==> src/rtl/mi4inv_pkg.sv <==
// Shared types, widths and index helpers for the 4x4 matrix inverse unit.
`default_nettype none
package mi4inv_pkg;
	localparam int ELEM_W = 32;
	localparam int COF_W = 97;
	localparam int DET_W = 131;
	localparam int QDEPTH = 2;

	typedef logic [ELEM_W-1:0] elem_t;
	typedef elem_t [3:0] row_t;
	typedef elem_t [15:0] mat_t;

	// Returns the n-th index of {0,1,2,3} with index x removed.
	function automatic logic [1:0] idx_skip(input logic [1:0] x, input logic [1:0] n);
		logic [1:0] r;
		r = (n < x) ? n : n + 2'd1;
		return r;
	endfunction
endpackage
`default_nettype wire

==> src/rtl/mi4inv_fifo.sv <==
// Short matrix queue between the front end and the compute engine.
`default_nettype none
module mi4inv_fifo #(
	parameter int W = 512
) (
	input  wire          clk,
	input  wire          arst_n,
	input  wire          push,
	input  wire [W-1:0]  wdata,
	output logic         full,
	input  wire          pop,
	output logic         valid,
	output logic [W-1:0] rdata
);
	import mi4inv_pkg::*;

	localparam int PW = (QDEPTH > 1) ? $clog2(QDEPTH) : 1;

	logic [W-1:0]  mem_q [QDEPTH];
	logic [PW-1:0] wptr_q;
	logic [PW-1:0] rptr_q;
	logic [PW:0]   cnt_q;

	assign full  = (cnt_q == (PW+1)'(QDEPTH));
	assign valid = (cnt_q != '0);
	assign rdata = mem_q[rptr_q];

	always_ff @(posedge clk or negedge arst_n) begin
		if (!arst_n) begin
			wptr_q <= '0;
			rptr_q <= '0;
			cnt_q  <= '0;
		end else begin
			if (push) begin
				wptr_q <= (wptr_q == PW'(QDEPTH - 1)) ? '0 : wptr_q + 1'b1;
			end
			if (pop) begin
				rptr_q <= (rptr_q == PW'(QDEPTH - 1)) ? '0 : rptr_q + 1'b1;
			end
			if (push && !pop) begin
				cnt_q <= cnt_q + 1'b1;
			end else if (pop && !push) begin
				cnt_q <= cnt_q - 1'b1;
			end
		end
	end

	always_ff @(posedge clk) begin
		if (push) begin
			mem_q[wptr_q] <= wdata;
		end
	end
endmodule
`default_nettype wire

==> config.mk <==
export PLATFORM = sky130hd
export DESIGN_NAME = mi4inv_fifo
export DESIGN_NICKNAME = d
export VERILOG_FILES = /design/src/rtl/mi4inv_pkg.sv /design/src/rtl/mi4inv_fifo.sv
export SDC_FILE = /design/constraint.sdc
export NUM_CORES = 1
export LEC_CHECK = 0
export ABC_CLOCK_PERIOD_IN_PS = 36800
export BUFFER_PORTS_ARGS = -buffer_cell sky130_fd_sc_hd__buf_2
export CORE_AREA = 5 5 396 398
export DETAILED_ROUTE_END_ITERATION = 16
export DIE_AREA = 0 0 401 403
export PLACE_DENSITY = 0.47
export SYNTH_ARGS = -nofsm -noshare
export SYNTH_HDL_FRONTEND = slang
export SYNTH_SLANG_ARGS = --single-unit
==> constraint.sdc <==
create_clock -name clk -period 36.8 [get_ports clk]
set_input_delay 0 -clock clk [delete_from_list [all_inputs] [get_ports clk]]
set_output_delay 0 -clock clk [all_outputs]
set_load 0.005 [all_outputs]
Word level (Yosys, flattened, before mapping)
Memories as Yosys holds them, arrays and structs flattened.
Cells that the tools add are included.
{"block": "word_totals", "reg_bits": 4, "ramBits": 1024, "input_bits": 516, "out_inout_bits": 514, "wordCells": 21, "memories": 1}
{"memory": "mem_q", "depth": 2, "width": 512, "read_ports": 1, "rd_ports_with_merged_regs": 0, "write_ports": 1, "line": "mi4inv_fifo.sv:19", "source": "logic [W-1:0] mem_q [QDEPTH];"}
{"block": "op_classes", "add_sub_neg": 4, "n_eq_ne": 1, "muxes": 6, "n_reduce_logical": 6}
{"operator": "1-bit two-way mux", "count": 4}
{"operator": "2-bit two-way mux", "count": 2}
{"operator": "2-bit nonzero test", "count": 2}
{"operator": "1-bit adder, second input constant", "count": 2}
{"operator": "2-bit by 1-bit adder with 2-bit output, second input constant", "count": 1}
{"operator": "2-bit == test, second input constant", "count": 1}
{"operator": "1-bit logical AND", "count": 2}
{"operator": "1-bit zero test", "count": 2}
{"operator": "2-bit by 1-bit subtractor with 2-bit output, second input constant", "count": 1}

Depth between registers and ports, before layout
Gate-level depths: netlist of the first run.
{"block": "logic_depth", "ltp_word": 4, "ltp_mapped": 5, "mapped_depth_nobuf": 5}

Least setup slack after synthesis of the first run
No wires, ideal clock.
{"block": "synth_timing", "path_kind": "register to register", "from": "register wptr_q", "to": "memory mem_q[0][0], enable pin", "setup_ns": 1.461, "arrival_ns": 22.925, "required_time_ns": 35.339, "path_slack_ns": 12.415, "stages_incl_launch_ff": 2, "path_buffers": 0, "synth_period_minus_slack_ns": 24.385, "cell_sequence": "dfrtp_1 -> nor2b_1"}
{"element": "start: declaration", "line": "mi4inv_fifo.sv:20", "source": "logic [PW-1:0] wptr_q;"}
{"element": "start signal: assignment", "line": "mi4inv_fifo.sv:35", "source": "wptr_q <= (wptr_q == PW'(QDEPTH - 1)) ? '0 : wptr_q + 1'b1;"}
{"element": "end: declaration", "line": "mi4inv_fifo.sv:19"}
Straight into the memory's write port.

Final worst setup path of the first run
{"block": "layout_timing", "from": "register wptr_q", "to": "memory mem_q[1][37], enable pin"}
Straight into the memory's write port.

==> results of run 1 <==
-- registers in the layout (all words and copies together) (netlist names) --
register and flops:
cnt_q 2, mem_q 1024, wptr_q 1, rptr_q 1
-- cells by family (layout without fill, tap and decap cells) --
family | Yosys count | after routing | synth area share (%)
buffers and inverters | 58 | 2167 | 1.663
adders and majority gates | 1 | 1 | 0.03352
other | 0 | 11 | 0
DFF | 1028 | 1028 | 82.66
muxes | 512 | 512 | 15.45
and+or+nand+nor | 5 | 5 | 0.07712
xor gates and xnor gates | 5 | 5 | 0.1173
-- power breakdown --
group	switching, uW	internal, uW
Sequential	46.5	1550
Combinational	561	505
Clock	454	621
-- through the flow --
step | hold slack [ns] | power [uW]
finish | 0.07091 | 3742
global route | 0.0009109 | 3936
CTS | 0.0001084 | 3815
detailed placement | -0.1859 | 2640
global placement | -0.1830 | 2640
floorplan | -0.2956 | 2369
-- worst min-delay path by stage --
stage,from,endpoint,slack [ns],cells after the start
2_1_floorplan,arst_n,cnt_q[0],-0.30,0
3_3_place_gp,arst_n,wptr_q,-0.18,1
3_5_place_dp,arst_n,rptr_q,-0.19,1
4_1_cts,wdata[199],mem_q[1][199],0.0001,2
5_1_grt,wdata[294],mem_q[1][294],0.0009,2
6_report,wdata[80],mem_q[1][80],0.07,2
-- layout make-up --
class | instances | area (sq um) | area share, %
timing repair buffer | 1964 | 14480 | 25.25
clock buffer | 148 | 3030 | 5.286
antenna | 11 | 27.53 | 0.04801
clock inverter | 54 | 519.2 | 0.9057
multi-input combinational | 523 | 5861 | 10.22
inverter | 1 | 3.754 | 0.006547
sequential | 1028 | 30850 | 53.82
tap | 2044 | 2557 | 4.461
-- cell usage after synthesis --
cell	n	area (sq um)
buf_6	53	596.8
nor2_1	1	3.750
inv_1	1	3.750
buf_2	4	20.02
dfrtp_1	4	100.1
and2_1	1	6.260
xnor2_1	1	8.760
or2_2	1	6.260
ha_1	1	12.51
nor2b_1	2	12.51
xor2_1	4	35.03
mux2_2	512	5766
edfxtp_1	1024	30750
-- layer usage --
metal | vias up | GRT usage (%) | part of all wire [%]
li1 | 10534 | - | -
met1 | 11476 | 14.95 | 39
met2 | 766 | 22.79 | 50
met5 | - | 0 | 0
met4 | 0 | 3.548 | 2.5
met3 | 173 | 4.799 | 8.0
-- critical path, cell delays in order (launching register included) --
cell	delay, ns
dfrtp_1	0.42
and2_4	0.67
buf_4	0.77
buf_4	0.76
buf_4	0.82
buf_4	0.87
-- repair_timing --
action | in CTS | in global routing
endpoints found under the hold margin | 1040 | 6
buffers inserted | 0 | 0
hold buffers | 910 | 3
==> run summary, run 1 <==
status: completed
Synth Cell Area: 0.03732 sq mm
core area: 0.1530 sq mm
Avg Cell Area, Syn: 23.20 sq um
Max Freq: 201.4 MHz
maximum VDD drop: 0.00004821 V
CTS tree: built
GRT Util Overall: 13.00%
RSZ-0062 raised after global routing: false
reg2reg start: wptr_q
post-synthesis sequential element count: 1,028
initial core utilization: 24.40%
Startpoint Class: flip-flop
Pleak: 0.02142 uW
layout filler cell count: 14,555
fin area: 0.05733 sq mm
DRC Markers: 0
Max Buffers Root-to-Sink: 3
Area Overhead vs Synth: 53.62%
crit path from: wptr_q
DR iter-0 viols: 1,093
final worst path period share: 13.49%
Clock Latency Late Sink: 0.70 ns
post-layout min period: 4.965 ns
Via density: 3.975
Vias: 22,949
Worst-Margin Slew: 1.115 ns
die span in x: 401 um
crit path capture: mem_q[1][37]
most frequent cells in the layout: buf_2, edfxtp_1, dlygate4sd3_1
PortBufs: 1,029
drt pass-1 iters: 4
max-slew headroom at the worst pin: 25.67%
CP Data Arrival Time: 5.28 ns
Crit Path Max Fanout: 67
Mapped Nets: 2,126
# rows: 144
first-pass GRT wire length: 158,400 um
Setup Skew: 0.03106 ns
setup slack after layout: 31.83 ns
Final nets: 4,149
Crit Path Class: flip-flop to flip-flop
Final ANT Viol Nets: 0
# placed instances: 4,647
number of global-route vias before repair: 24,605
Die ar.: 0.1616 sq mm
critical path data required time: 37.12 ns
register area share after synthesis: 82.66%
Clock Tree Root: clkbuf_16
Final Hold Fails: 0
Final GP Congestion: 0.7708
pin count of the biggest net entering global routing: 140
dpl cell area: 0.04462 sq mm
Register-to-Register Path Depth: 5
clock-pin slew on the worst setup and hold paths: 0.06 ns
RR Endpoint: mem_q[1][37]
die height: 403 um
TritonCTS Sinks: 1,028
post-synth cell types: 13
max cap viols: 0
Congestion Overflow GR: 0
Mapped Cells: 1,609
r2r setup slk: 31.83 ns
drt wl/cell: 19.08 um
total clock buffers created by CTS: 114
final wirelength: 110,100 um
DP Worst Slack: 31.73 ns
commonest non-fill, non-tap cell in the layout: buf_2
H-tree levels: 3
final slew viol count: 0
Worst Hold Class: input port to flip-flop
initial antenna violation count: 18
non-filler cells, final: 5,773
final setup TNS: 0 ns
HPWL Detailed: 75,270 um
Worst setup EP type: flip-flop
post_cts resized: 0
Finish-stage setup viols: 0
# IOs: 1,030
Final Util: 37.48%
PwrDens: 65.27 mW/mm^2
share of cells above drive strength 1: 46.18%
Yosys warning total: 0
(Power assumes the default switching activity.)
==> run 2: changes to the inputs <==
==> config.mk (replaced) <==
export PLATFORM = sky130hd
export DESIGN_NAME = mi4inv_fifo
export DESIGN_NICKNAME = d
export VERILOG_FILES = /design/src/rtl/mi4inv_pkg.sv /design/src/rtl/mi4inv_fifo.sv
export SDC_FILE = /design/constraint.sdc
export NUM_CORES = 1
export LEC_CHECK = 0
export ABC_AREA = 1
export ABC_CLOCK_PERIOD_IN_PS = 4100
export BUFFER_PORTS_ARGS = -buffer_cell sky130_fd_sc_hd__buf_2
export CORE_AREA = 5 5 397 399
export DETAILED_ROUTE_END_ITERATION = 16
export DIE_AREA = 0 0 402 404
export PLACE_DENSITY = 0.49
export SYNTH_ARGS = -nofsm -noshare
export SYNTH_HDL_FRONTEND = slang
export SYNTH_SLANG_ARGS = --single-unit
==> constraint.sdc (replaced) <==
create_clock -name clk -period 4.1 [get_ports clk]
set_input_delay 0 -clock clk [delete_from_list [all_inputs] [get_ports clk]]
set_output_delay 0 -clock clk [all_outputs]
set_load 0.005 [all_outputs]
==> run 2 against run 1 <==
Via count up 2.0%. Largest cell class unchanged. Highest routed layer is now met5. Count of clock-buffer cells in the layout fell by 8. Global-route usage grew 0.74 points. Hold slack better by 0.0030 ns. Area after synthesis is essentially flat. Cell count rose by 0.62%. Critical path type is now flip-flop to output port. Setup slack got worse by 31 ns. Synthesized cell count increased by 0.56%.
==> run summary, run 2 <==
Worst Hold Class: input port to flip-flop
synth top area cells: edfxtp_1, mux2_2, buf_6
pin count of the biggest net entering global routing: 119
Clock Tree Root: clkbuf_16
Largest regs: mem_q: 1024 flops, cnt_q: 2 flops
Max Freq: 341.1 MHz
final slew viol count: 0
commonest non-fill, non-tap cell in the layout: buf_2
final worst path period share: 71.50%
DRC Markers: 0
most instantiated cells after synthesis: edfxtp_1, mux2_2, buf_6
Die ar.: 0.1624 sq mm
H-tree levels: 3
status: completed
total clock buffers created by CTS: 109
Vias: 23,401
Critical-path top delay cell: dfrtp_4
PortBufs: 1,029
max reg flops: 1,024
first-pass GRT wire length: 165,300 um
Worst-Margin Slew: 1.010 ns
Largest Register: mem_q
Final GP Congestion: 0.8617
TritonCTS Sinks: 1,028
CP Cell Sequence: buf_12, mux2_2, buf_2
maximum VDD drop: 0.0004116 V
post-synthesis sequential element count: 1,028
Main synth FF type: edfxtp_1
register area share after synthesis: 82.62%
Yosys warning total: 0
final wirelength: 117,300 um
CP Data Arrival Time: 2.93 ns
die span in x: 402 um
PwrDens: 587.5 mW/mm^2
GRT Util Overall: 13.74%
Register-to-Register Path Depth: 3
Avg Cell Area, Syn: 23.08 sq um
number of global-route vias before repair: 24,921
Finish-stage setup viols: 0
Via density: 4.028
combinational power share: 28.9%
layout filler cell count: 14,538
Final nets: 4,173
share of cells above drive strength 1: 46.21%
area leader, netlist: edfxtp_1
die height: 404 um
post-layout min period: 2.931 ns
# IOs: 1,030
Mapped Cells: 1,618
# placed instances: 4,680
post-synth cell types: 13
reg2reg start: wptr_q
share of the synthesized area in the top cell type: 82.35%
initial antenna violation count: 34
RR Endpoint: mem_q[1][343]
Async SR Flop Fraction: 0.3891%
Final Hold Fails: 0
Crit Path Max Fanout: 94
HPWL Detailed: 83,180 um
CTS tree: built
crit path from: rptr_q
max-slew headroom at the worst pin: 32.64%
drt wl/cell: 20.20 um
dpl cell area: 0.04498 sq mm
Clock Latency Late Sink: 0.71 ns
Crit Path Class: flip-flop to output port
crit path capture: rdata[469]
switching share of power: 28.59%
# rows: 144
r2r setup slk: 2.00 ns
RSZ-0062 raised after global routing: false
Synth Cell Area: 0.03734 sq mm
NetSw: 9672 uW
hold_ws: 0.07387 ns
Final Util: 37.51%
final setup TNS: 0 ns
clock-pin slew on the worst setup and hold paths: 0.06 ns
Clock power frac: 28.3%
core area: 0.1535 sq mm
Pleak: 0.02155 uW
Area Overhead vs Synth: 54.23%
Final ANT Viol Nets: 0
Post-synth EDFFs: 1,024
non-filler cells, final: 5,809
critical path data required time: 4.10 ns
count leader, synth: edfxtp_1
Startpoint Class: flip-flop
Mapped Nets: 2,135
Setup Skew: 0.02560 ns
initial core utilization: 24.32%
DR iter-0 viols: 1,186
Max Buffers Root-to-Sink: 3
Congestion Overflow GR: 0
Max stage delay on crit path: 1.03 ns
max cap viols: 0
Internal: 24,160 uW
drt pass-1 iters: 5
Worst setup EP type: output port
fin area: 0.05759 sq mm
most frequent cells in the layout: buf_2, edfxtp_1, dlygate4sd3_1
power share of the sequential group: 42.8%
[run 2: cell types whose count changed in the layout (fill, tap and decap cells not counted), sizes merged, moves of 2 or more]
cell         before   now
clkinv           41    50
dlygate4sd3     913   909
nand2             0     6
diode            11    17
bufinv            6     9
clkinvlp          1     3
nor2b             2     0
clkbuf          148   140
xor2              4     2
buf            1051  1075
[run 2: cell families after synthesis]
| family | Yosys count | share of synthesized area [%] |
|---|---|---|
| XOR/XNOR | 3 | 0.07038 |
| adder cells (fa/ha/maj) | 1 | 0.03350 |
| buffers and inverters | 64 | 1.722 |
| flip-flops | 1028 | 82.62 |
| multiplexers | 512 | 15.44 |
| AND/OR/NAND/NOR | 10 | 0.1106 |
[run 2: timing repair]
item                                    in CTS  in global routing
endpoints found under the setup margin       0                  0
gates resized for setup                      0                  0
buffers inserted                             0                  0
hold endpoints to repair                  1114                  0
hold buffers                               909                  0
[run 2: worst min path at each step]
stage,slack (ns),startpoint,cells past startpoint,to
final,0.07,wdata[223],2,mem_q[0][223]
after global routing,0.02,wdata[76],2,mem_q[1][76]
after CTS,0.0006,wdata[117],2,mem_q[1][117]
after detailed placement,-0.18,arst_n,1,cnt_q[0]
after global placement,-0.18,arst_n,1,cnt_q[0]
after floorplan,-0.30,arst_n,0,cnt_q[0]
[run 2: metrics by stage]
stage	total power (uW)	setup slack, ns
6_report	33840	1.169
2_1_floorplan	20260	-4.493
3_5_place_dp	23960	1.837
4_1_cts	34400	1.013
3_3_place_gp	23950	1.838
5_1_grt	35500	0.9929
[run 2: critical path, delay by kind of cell, from the launching register on]
family | cells | cell delay (ns)
flops | 1 | 1.03
buf+inv | 2 | 0.61
mux | 1 | 0.43
[run 2: power groups by stage]
stage	combinational [uW]	clock [uW]	sequential (uW)
2_1_floorplan	5180	0	15100
3_5_place_dp	9260	0	14700
4_1_cts	10100	9860	14500
5_1_grt	10500	10300	14600
3_3_place_gp	9290	0	14700
6_report	9790	9570	14500
[run 2: layout make-up]
cell class	instances	area, sq um	area share, %
well taps	2044	2557	4.441
repair buffers	1984	14780	25.67
multi-input cells	526	5853	10.16
diodes	17	42.54	0.07387
clock buffers	140	2865	4.975
flip-flops and latches	1028	30850	53.58
clock inverters	63	604.3	1.049
inverters	7	30.03	0.05214
[run 2: metal layers]
metal	vias up	GRT usage [%]	part of all wire [%]
met5	-	0	0.090
met4	14	5.682	3.6
met3	226	4.752	8.3
met2	847	23.76	50
met1	11708	15.52	38
li1	10606	-	-
