[src/rtl/mi4inv_pkg.sv]
// Shared types, widths and index helpers for the 4x4 matrix inverse unit.
`default_nettype none
package mi4inv_pkg;
	localparam int ELEM_W = 32;
	localparam int COF_W = 97;
	localparam int DET_W = 131;
	localparam int QDEPTH = 2;

	typedef logic [ELEM_W-1:0] elem_t;
	typedef elem_t [3:0] row_t;
	typedef elem_t [15:0] mat_t;

	// Returns the n-th index of {0,1,2,3} with index x removed.
	function automatic logic [1:0] idx_skip(input logic [1:0] x, input logic [1:0] n);
		logic [1:0] r;
		r = (n < x) ? n : n + 2'd1;
		return r;
	endfunction
endpackage
`default_nettype wire

[src/rtl/mi4inv_front.sv]
// Front end: collects four input rows and pushes each complete matrix into the queue.
`default_nettype none
module mi4inv_front (
	input  wire                 clk,
	input  wire                 arst_n,
	input  wire                 in_valid,
	output logic                in_ready,
	input  mi4inv_pkg::elem_t   elem_a,
	input  mi4inv_pkg::elem_t   elem_b,
	input  mi4inv_pkg::elem_t   elem_c,
	input  mi4inv_pkg::elem_t   elem_d,
	input  wire                 q_full,
	output logic                q_push,
	output mi4inv_pkg::mat_t    q_wdata
);
	import mi4inv_pkg::*;

	logic [1:0] rows_q;
	row_t       row_q [3];
	row_t       in_row;
	logic       accept;

	assign in_row   = {elem_d, elem_c, elem_b, elem_a};
	assign in_ready = (rows_q != 2'd3) || !q_full;
	assign accept   = in_valid && in_ready;
	assign q_push   = accept && (rows_q == 2'd3);
	assign q_wdata  = {in_row, row_q[2], row_q[1], row_q[0]};

	always_ff @(posedge clk or negedge arst_n) begin
		if (!arst_n) begin
			rows_q <= 2'd0;
		end else if (accept) begin
			rows_q <= rows_q + 2'd1;
		end
	end

	always_ff @(posedge clk) begin
		if (accept && (rows_q != 2'd3)) begin
			row_q[rows_q] <= in_row;
		end
	end
endmodule
`default_nettype wire

[config.mk]
export PLATFORM = sky130hd
export DESIGN_NAME = mi4inv_front
export DESIGN_NICKNAME = d
export VERILOG_FILES = /design/src/rtl/mi4inv_pkg.sv /design/src/rtl/mi4inv_front.sv
export SDC_FILE = /design/constraint.sdc
export NUM_CORES = 1
export LEC_CHECK = 0
export BUFFER_PORTS_ARGS = -buffer_cell sky130_fd_sc_hd__buf_2
export CELL_PAD_IN_SITES_DETAIL_PLACEMENT = 0
export CELL_PAD_IN_SITES_GLOBAL_PLACEMENT = 1
export CORE_AREA = 8 8 248 250
export CTS_CLUSTER_DIAMETER = 100
export DETAILED_ROUTE_END_ITERATION = 8
export DIE_AREA = 0 0 256 258
export PLACE_DENSITY = 0.53
export SLEW_MARGIN = 20
export SYNTH_ARGS = -nofsm -noshare
export SYNTH_HDL_FRONTEND = slang
export SYNTH_SLANG_ARGS = --single-unit
[constraint.sdc]
create_clock -name clk -period 4.49 [get_ports clk]
set_input_delay 0.2245 -clock clk [delete_from_list [all_inputs] [get_ports clk]]
set_output_delay 0.2245 -clock clk [all_outputs]
set_load 0.01 [all_outputs]
Word-level counts from Yosys, hierarchy flattened:

Memory sizes are Yosys's and may differ from the RTL's.
Index checks and enable logic that the tools add are counted.

* add/subtract/negate cells: 1
* equality and inequality tests: 2
* mux-type cells: 2
* reduce and logical (&&, ||, !) cells: 5

Operators with widths (count)
* $logic_and A1 B1 Y1: 3
* $add A2 B1 Y2 const B: 1
* $eq A2 B2 Y1 const B: 1
* $mux W1: 2
* $ne A2 B2 Y1 const B: 1
* $logic_not A1 Y1: 1
* $logic_or A1 B1 Y1: 1

* register bits after elaboration: 2
* bits in writable memories: 384
* input bits: 132
* output and inout port bits: 514
* word-level logic and storage cells: 12
* memories: 1

Memory list
* row_q: depth 3, width 128, rd ports 3, clocked after memory_dff 0, wr ports 1, RTL line mi4inv_front.sv:19 `row_t row_q [3];`

Logic depth before layout (Yosys ltp):

Gate-level depths: netlist of the first run.

* depth after elaboration: 6
* mapped depth: 3
* depth with buffers taken out: 3

Least setup slack after synthesis of the first run:

Ideal clock, no wire load.

* path kind: reg2reg
* start point: register rows_q[0]
* end point: memory row_q[0][0] (netlist name), enable pin
* setup time: 503 ps
* data arrival time: 3745 ps
* data required time: 3987 ps
* path slack: 242 ps
* cell stages (with the launch flop): 4
* buffers on the path: 0
* clock period less this slack: 4248 ps
* path through: dfrtp_1 > ha_1 > nor2b_1 > and2_1

* longest elaborated chain between the ends: 6

RTL lines
* start, declared: RTL line mi4inv_front.sv:18 `logic [1:0] rows_q;`
* start signal, assigned: RTL line mi4inv_front.sv:33 `rows_q <= rows_q + 2'd1;`
* $ne A2 B2 Y1: RTL line mi4inv_front.sv:24, mi4inv_front.sv:38
* $logic_or A1 B1 Y1: RTL line mi4inv_front.sv:24 `assign in_ready = (rows_q != 2'd3) || !q_full;`
* $logic_and A1 B1 Y1: RTL line mi4inv_front.sv:25 `assign accept = in_valid && in_ready;`
* $logic_and A1 B1 Y1: RTL line mi4inv_front.sv:38 `if (accept && (rows_q != 2'd3)) begin`
* $mux W1: RTL line mi4inv_front.sv:38
* $mux W1 (not written as such): RTL line mi4inv_front.sv:39 `row_q[rows_q] <= in_row;`
* end, declared: RTL line mi4inv_front.sv:19

Several ways; a longest one is shown, not always the timed one.

Worst setup path in the final report of the first run:

* start point: register rows_q[0]
* end point: memory row_q[0][113] (netlist name), enable pin

The elaborated chain is that of the path after synthesis.

==> results of run 1 <==
-- flip-flops by register name, summed over array words and instances (netlist names) --
name	cells
row_q	384
rows_q	2
-- kinds of logic after synthesis --
kind of cell | after synthesis
DFF | 386
buffers and inverters | 130
and+or+nand+nor | 7
adders and majority gates | 4
AOI/OAI and AO/OA | 1
xor gates and xnor gates | 1
muxes | 1
-- stage by stage --
stage | instance area, sq um | total power [mW] | cells | hold WS, ns
after floorplan | 12700 | 5.71 | 530 | -0.0711
after global placement | 16000 | 6.55 | 1817 | 0.0313
after detailed placement | 16000 | 6.55 | 1817 | 0.0346
after CTS | 18600 | 9.96 | 2017 | 0.0275
after global routing | 18600 | 10.2 | 2017 | 0.0406
final | 18600 | 9.78 | 2018 | 0.0369
-- worst max-delay path, cell delays in order (launching register included) --
cell,delay [ns]
dfrtp_1,0.40
ha_1,0.27
nor2b_1,0.23
and2_4,0.68
buf_4,0.48
-- cell usage after synthesis (all sizes together) --
cell type    n
a21boi       1
and2         3
buf        128
dfrtp        2
edfxtp     384
ha           4
inv          2
mux2         1
nand2        2
nor2         1
nor2b        1
xnor2        1
-- worst max-delay path by stage --
stage                     startpoint             to
final                      rows_q[0]  row_q[0][113]
after floorplan            rows_q[0]    row_q[0][0]
after CTS                  rows_q[1]   row_q[0][17]
after global placement     rows_q[0]   row_q[0][70]
after detailed placement   rows_q[1]   row_q[0][34]
after global routing       rows_q[1]  row_q[0][113]
-- layout by cell type, fill, tap and decap left out --
master	count
bufinv_16	5
buf_4	2
diode_2	1
xnor2_1	1
mux2_4	1
clkbuf_1	5
and2_4	3
clkbuf_16	41
clkinv_1	12
buf_2	645
clkinv_4	1
nand2_1	2
nor2b_1	1
inv_1	2
clkinv_2	4
dfrtp_1	2
ha_1	4
clkinvlp_4	4
a21boi_2	1
dlygate4sd3_1	128
nor2_1	1
buf_12	3
edfxtp_1	384
-- what timing repair did --
action / in CTS / in global routing
endpoints found under the hold margin: 378 / 0
hold buffers: 128 / 0
setup endpoints to repair: 0 / 0
-- where the power goes --
| group | leakage [nW] | switching (mW) | total (mW) | internal [mW] |
|---|---|---|---|---|
| clock network | 0.621 | 1.32 | 3.28 | 1.95 |
| registers | 3.53 | 0.120 | 4.83 | 4.71 |
| logic | 3.18 | 1.12 | 1.67 | 0.549 |
-- cell type report --
class                           instances  share of cell area
Tap cell                              765              0.0516
Sequential cell                       386               0.624
Inverter                                2            0.000404
Clock inverter                         26              0.0137
Multi-Input combinational cell         14             0.00694
Clock buffer                           46              0.0563
Timing Repair Buffer                  778               0.247
Antenna cell                            1            0.000135
-- layer usage --
metal	vias up	GRT usage	wire, microns
li1	3286	-	-
met1	3604	0.111	13800
met2	385	0.193	19700
met3	57	0.0452	3470
met4	0	0.0376	998
met5	-	0	0
==> key figures, run 1 <==
Place
  – DP HPWL: 26500 microns
  – Port bufs: 645
  – Placer's final routability congestion estimate: 0.731
  – DP Worst Slack: 1.98 ns

Clocking
  – CTS tree: yes
  – Total CTS buffers: 40
  – Root buf cell: clkbuf_16
  – Clock sinks: 386
  – Postcts setup bufs: 0
  – Clock Tree Buf Depth: 3
  – Worst-path clk slew: 0.06 ns
  – CTS H-tree depth: 2
  – Skew-Pair Late Insertion Delay: 0.53 ns
  – CTS resizes: 0

Cells and area
  – Layout cell share with drive strength beyond 1: 0.567
  – Register Area: 11600 sq um
  – P&R area growth vs syn: 46.5%
  – Fillcell total: 5536
  – Multi-input gate area: 129 sq um
  – Final Util: 0.324
  – Final Net Count: 1358

Floorplan
  – Die Area: 66000 sq um
  – Ports: 646
  – Initial Utilization: 0.221
  – Core ar.: 57400 sq um
  – Die H: 258 microns
  – Site Rows: 88
  – Die Wd: 256 microns

Worst setup path
  – WP data arrival: 2.63 ns
  – Register-to-register setup slack: 2.04 ns
  – Path depth of the worst reg2reg path: 4
  – Reg-to-reg endpoint: row_q[0][113]
  – CP max FO: 45
  – CP Launch Type: flip-flop
  – R2r startpoint: rows_q[0]
  – Critical path endpoint category: flip-flop
  – WS Path Type: flip-flop to flip-flop
  – CP Data Required Time: 4.67 ns

Synth
  – Post-synthesis sequential area ratio: 0.914
  – Ranking of synthesized cells by area: edfxtp_1, buf_4, dfrtp_1
  – Yosys top cell area share: 0.910
  – Area leader, netlist: edfxtp_1
  – Synthesized net count: 666
  – YS warnings: 0
  – Post-synthesis mux area share: 0.00118
  – Synth Area per Inst: 23.9 sq um
  – Distinct cells, synth: 12
  – Post-synthesis adder-cell area fraction: 0.00395
  – Post-synthesis compound-gate area fraction: 0.000889
  – Post-Synthesis Cells: 530
  – Synth Register Bits: 386
  – Synth Area in XOR/XNOR: 0.000691
  – Main combinational cell family by area after synthesis: buffers and inverters
  – Netlist Area Pre-Place: 12700 sq um
  – Post-synthesis simple-gate area fraction: 0.00286

Routing
  – Total Wirelength: 38000 microns
  – Vias/cell: 3.63
  – DRT antenna net count: 0
  – Detailed Routing Iterations Pass 1: 4
  – Drt wl/cell: 18.8 microns
  – Vias: 7332
  – Initial DRC count: 361
  – Drt drc: 0

Timing
  – Slew Limit Fails: 0
  – Max Clock Skew: 0.0113 ns
  – Final Hold Fails: 0
  – Slew HR: 0.417
  – Maximum clock frequency: 408 MHz
  – Slew @ Worst Pin: 0.874 ns
  – Setup TNS: 0 ns
  – RSZ-0062 raised after global routing: false
  – Final number of setup-violating endpoints: 0
  – Setup slack after layout: 2.04 ns
  – Period utilization: 0.545
  – Minimum clock period: 2.45 ns

Global route
  – Largest net degree at the start of global routing: 129
  – Gr ovfl total: 0
  – First-pass GRT wire length: 53900 microns
  – GRT Total Usage: 0.107
  – Vias in the first global route: 7950
  – Initial antenna violation count: 2

Power and ir drop
  – PwrDens: 527 nW/um^2
  – Static Leakage: 7.34 nW
  – Max VDD drop: 0.336 mV

Hold path
  – Min-Delay Path Class: primary input to flip-flop
  – Hold_sp: elem_c[25]
  – Hold EP: row_q[2][89]
  – Worst Hold Path Cells: 1

Job
  – Max-cap viol count: 0

Outcome
  – Outcome: finished clean
No activity file was read; power rests on OpenSTA's default activity.
==> run 2: changes to the inputs <==
Settings changed: ABC_AREA from default to 1, PLACE_DENSITY 0.53 to 0.52.
Clock period 4.49 ns to 2.3 ns, I/O delays scaled along.
==> key figures, run 2 <==
Timing
  – Max Clock Skew: 0.0133 ns
  – Slew Limit Fails: 0
  – RSZ-0062 raised after global routing: false
  – WHS: 0.337 ns
  – Minimum clock period: 2.16 ns
  – Final number of setup-violating endpoints: 0
  – Setup slack after layout: 0.141 ns
  – Slew HR: 0.653
  – Final Hold Fails: 0
  – Slew @ Worst Pin: 0.520 ns
  – Maximum clock frequency: 463 MHz
  – Setup TNS: 0 ns
  – Period utilization: 0.939

Synth
  – Ys async rst share: 0.00518
  – Post-Synthesis Cells: 538
  – Post-synthesis sequential area ratio: 0.914
  – YS warnings: 0
  – Ranking of synthesized cells by area: edfxtp_1, buf_4, dfrtp_1
  – Synthesized net count: 674
  – Area leader, netlist: edfxtp_1
  – Post-synth top flop: edfxtp_1
  – Synth Area per Inst: 23.6 sq um
  – Netlist Area Pre-Place: 12700 sq um
  – Post-synth EDFFs: 384
  – Synth cell count leaders: edfxtp_1, buf_4, inv_1, nand2_1, ha_1
  – Most common cell in the netlist: edfxtp_1
  – Synth Register Bits: 386
  – Yosys top cell area share: 0.910
  – Distinct cells, synth: 9

Floorplan
  – Site Rows: 88
  – Die H: 258 microns
  – Core ar.: 57400 sq um
  – Ports: 646
  – Die Area: 66000 sq um
  – Die Wd: 256 microns
  – Initial Utilization: 0.221

Cells and area
  – Antenna diodes: 0
  – P&R area growth vs syn: 47.3%
  – Post-route cell area: 18700 sq um
  – Final Util: 0.325
  – Max reg flops: 384
  – Reg with most FFs: row_q
  – Most frequent cells in the layout: buf_2, edfxtp_1, dlygate4sd3_1
  – Layout cell share with drive strength beyond 1: 0.565
  – Largest regs: row_q: 384 flops, rows_q: 2 flops
  – Final Net Count: 1374
  – Final non-filler cell total: 2031
  – Most common cell after layout, fill and taps aside: buf_2
  – Fillcell total: 5534

Worst setup path
  – CP Launch Type: flip-flop
  – Path depth of the worst reg2reg path: 6
  – CP max stage cell: dlygate4sd3_1
  – R2r startpoint: rows_q[0]
  – Reg-to-reg endpoint: rows_q[1]
  – Cell chain of the critical path: inv_1, ha_1, nand3_1, dlygate4sd3_1, nand2_1, dlygate4sd3_1
  – Start point of the critical path: rows_q[0]
  – CP max FO: 4
  – Cell mode on critical path: dlygate4sd3_1
  – CP Data Required Time: 2.71 ns
  – WP data arrival: 2.57 ns
  – Critical Path Sink: rows_q[1]
  – Critical path endpoint category: flip-flop
  – Critical Path Max Stage Delay: 0.56 ns
  – WS Path Type: flip-flop to flip-flop
  – Register-to-register setup slack: 0.14 ns

Clocking
  – Root buf cell: clkbuf_16
  – Postcts setup bufs: 0
  – Clock Tree Buf Depth: 3
  – Total CTS buffers: 41
  – Clock sinks: 386
  – CTS resizes: 0
  – Skew-Pair Late Insertion Delay: 0.53 ns
  – CTS tree: yes
  – Cts hold-fix bufs: 134
  – CTS H-tree depth: 2
  – Worst-path clk slew: 0.06 ns

Global route
  – First-pass GRT wire length: 53900 microns
  – Largest net degree at the start of global routing: 68
  – Initial antenna violation count: 0
  – GRT Total Usage: 0.107
  – Gr ovfl total: 0
  – Vias in the first global route: 8037

Routing
  – Total Wirelength: 38200 microns
  – Vias/cell: 3.67
  – Drt wl/cell: 18.8 microns
  – Vias: 7450
  – Detailed Routing Iterations Pass 1: 4
  – DRT antenna net count: 0
  – Drt drc: 0
  – Initial DRC count: 342

Outcome
  – Outcome: finished clean

Power and ir drop
  – Max VDD drop: 0.693 mV
  – Clock Power Share: 0.334
  – Psw: 4.93 mW
  – Static Leakage: 7.40 nW
  – Power Internal: 13.9 mW
  – Sequential power share: 0.496
  – Net Sw Frac: 0.261
  – Pwr Total: 18.9 mW
  – Combinational cell fraction of total power: 0.171
  – PwrDens: 1010 nW/um^2

Hold path
  – Min-Delay Path Class: primary input to flip-flop

Place
  – DP Worst Slack: 0.552 ns
  – Placed Cells: 1826
  – Port bufs: 645
  – DP HPWL: 26400 microns
  – Placer's final routability congestion estimate: 0.759
  – Area after DPL: 16100 sq um

Job
  – Max-cap viol count: 0
## run 2: changes by cell type in the layout (fill, tap and decap cells not counted), moves of 2 or more
cell           before  now
buf_4               2    0
clkinv_2            4    6
dlygate4sd3_1     128  134
nand3_1             0    3
buf_12              3    6
clkinv_1           12    5
and2_4              3    0
inv_1               2    6
nand2_2             0    2
clkbuf_1            5   10
nor2_4              0    3
nand2_1             2    4
## run 2: how the worst min path moves through the flow
stage          slack, ns  startpoint           end  depth (start not counted)
2_1_floorplan      -0.18      arst_n     rows_q[0]                          0
3_3_place_gp       -0.09      arst_n     rows_q[1]                          1
3_5_place_dp       -0.09      arst_n     rows_q[0]                          1
4_1_cts             0.27  elem_c[13]  row_q[1][77]                          2
5_1_grt             0.31  elem_c[14]  row_q[1][78]                          2
6_report            0.34  elem_b[16]  row_q[2][48]                          2
## run 2: area by class of cell
cell class	count	area, sq um	area share
sequential	386	11600	0.620
multi-input combinational	17	140	0.00751
inverter	7	26.3	0.00141
clock buffer	51	1060	0.0570
timing repair buffer	785	4690	0.251
clock inverter	20	209	0.0112
tap	765	957	0.0513
## run 2: cells by family (layout without fill, tap and decap cells)
family,Yosys count,in the layout,synth area share
flops,386,386,0.914
fa+ha+maj,4,4,0.00395
buf+inv,135,863,0.0779
simple gates,13,13,0.00454
## run 2: routing by layer
| metal | vias to the layer above | GRT usage | part of all wire |
|---|---|---|---|
| li1 | 3329 | - | - |
| met1 | 3646 | 0.109 | 0.35 |
| met4 | 0 | 0.0403 | 0.029 |
| met2 | 400 | 0.198 | 0.53 |
| met3 | 75 | 0.0413 | 0.088 |
| met5 | - | 0 | 0 |
## run 2: power groups by stage
stage | sequential (mW) | clock (mW) | combinational, mW
after global placement | 9.51 | 0 | 3.12
after detailed placement | 9.49 | 0 | 3.12
final | 9.35 | 6.29 | 3.22
after global routing | 9.45 | 6.79 | 3.45
after CTS | 9.36 | 6.54 | 3.32
after floorplan | 10.1 | 0 | 0.807
## run 2: worst max-delay path: cells and delay by family (launching register included)
family	cells	cell delay [ns]
buffers and inverters	3	1.21
and+or+nand+nor	2	0.14
DFF	1	0.40
adders and majority gates	1	0.29
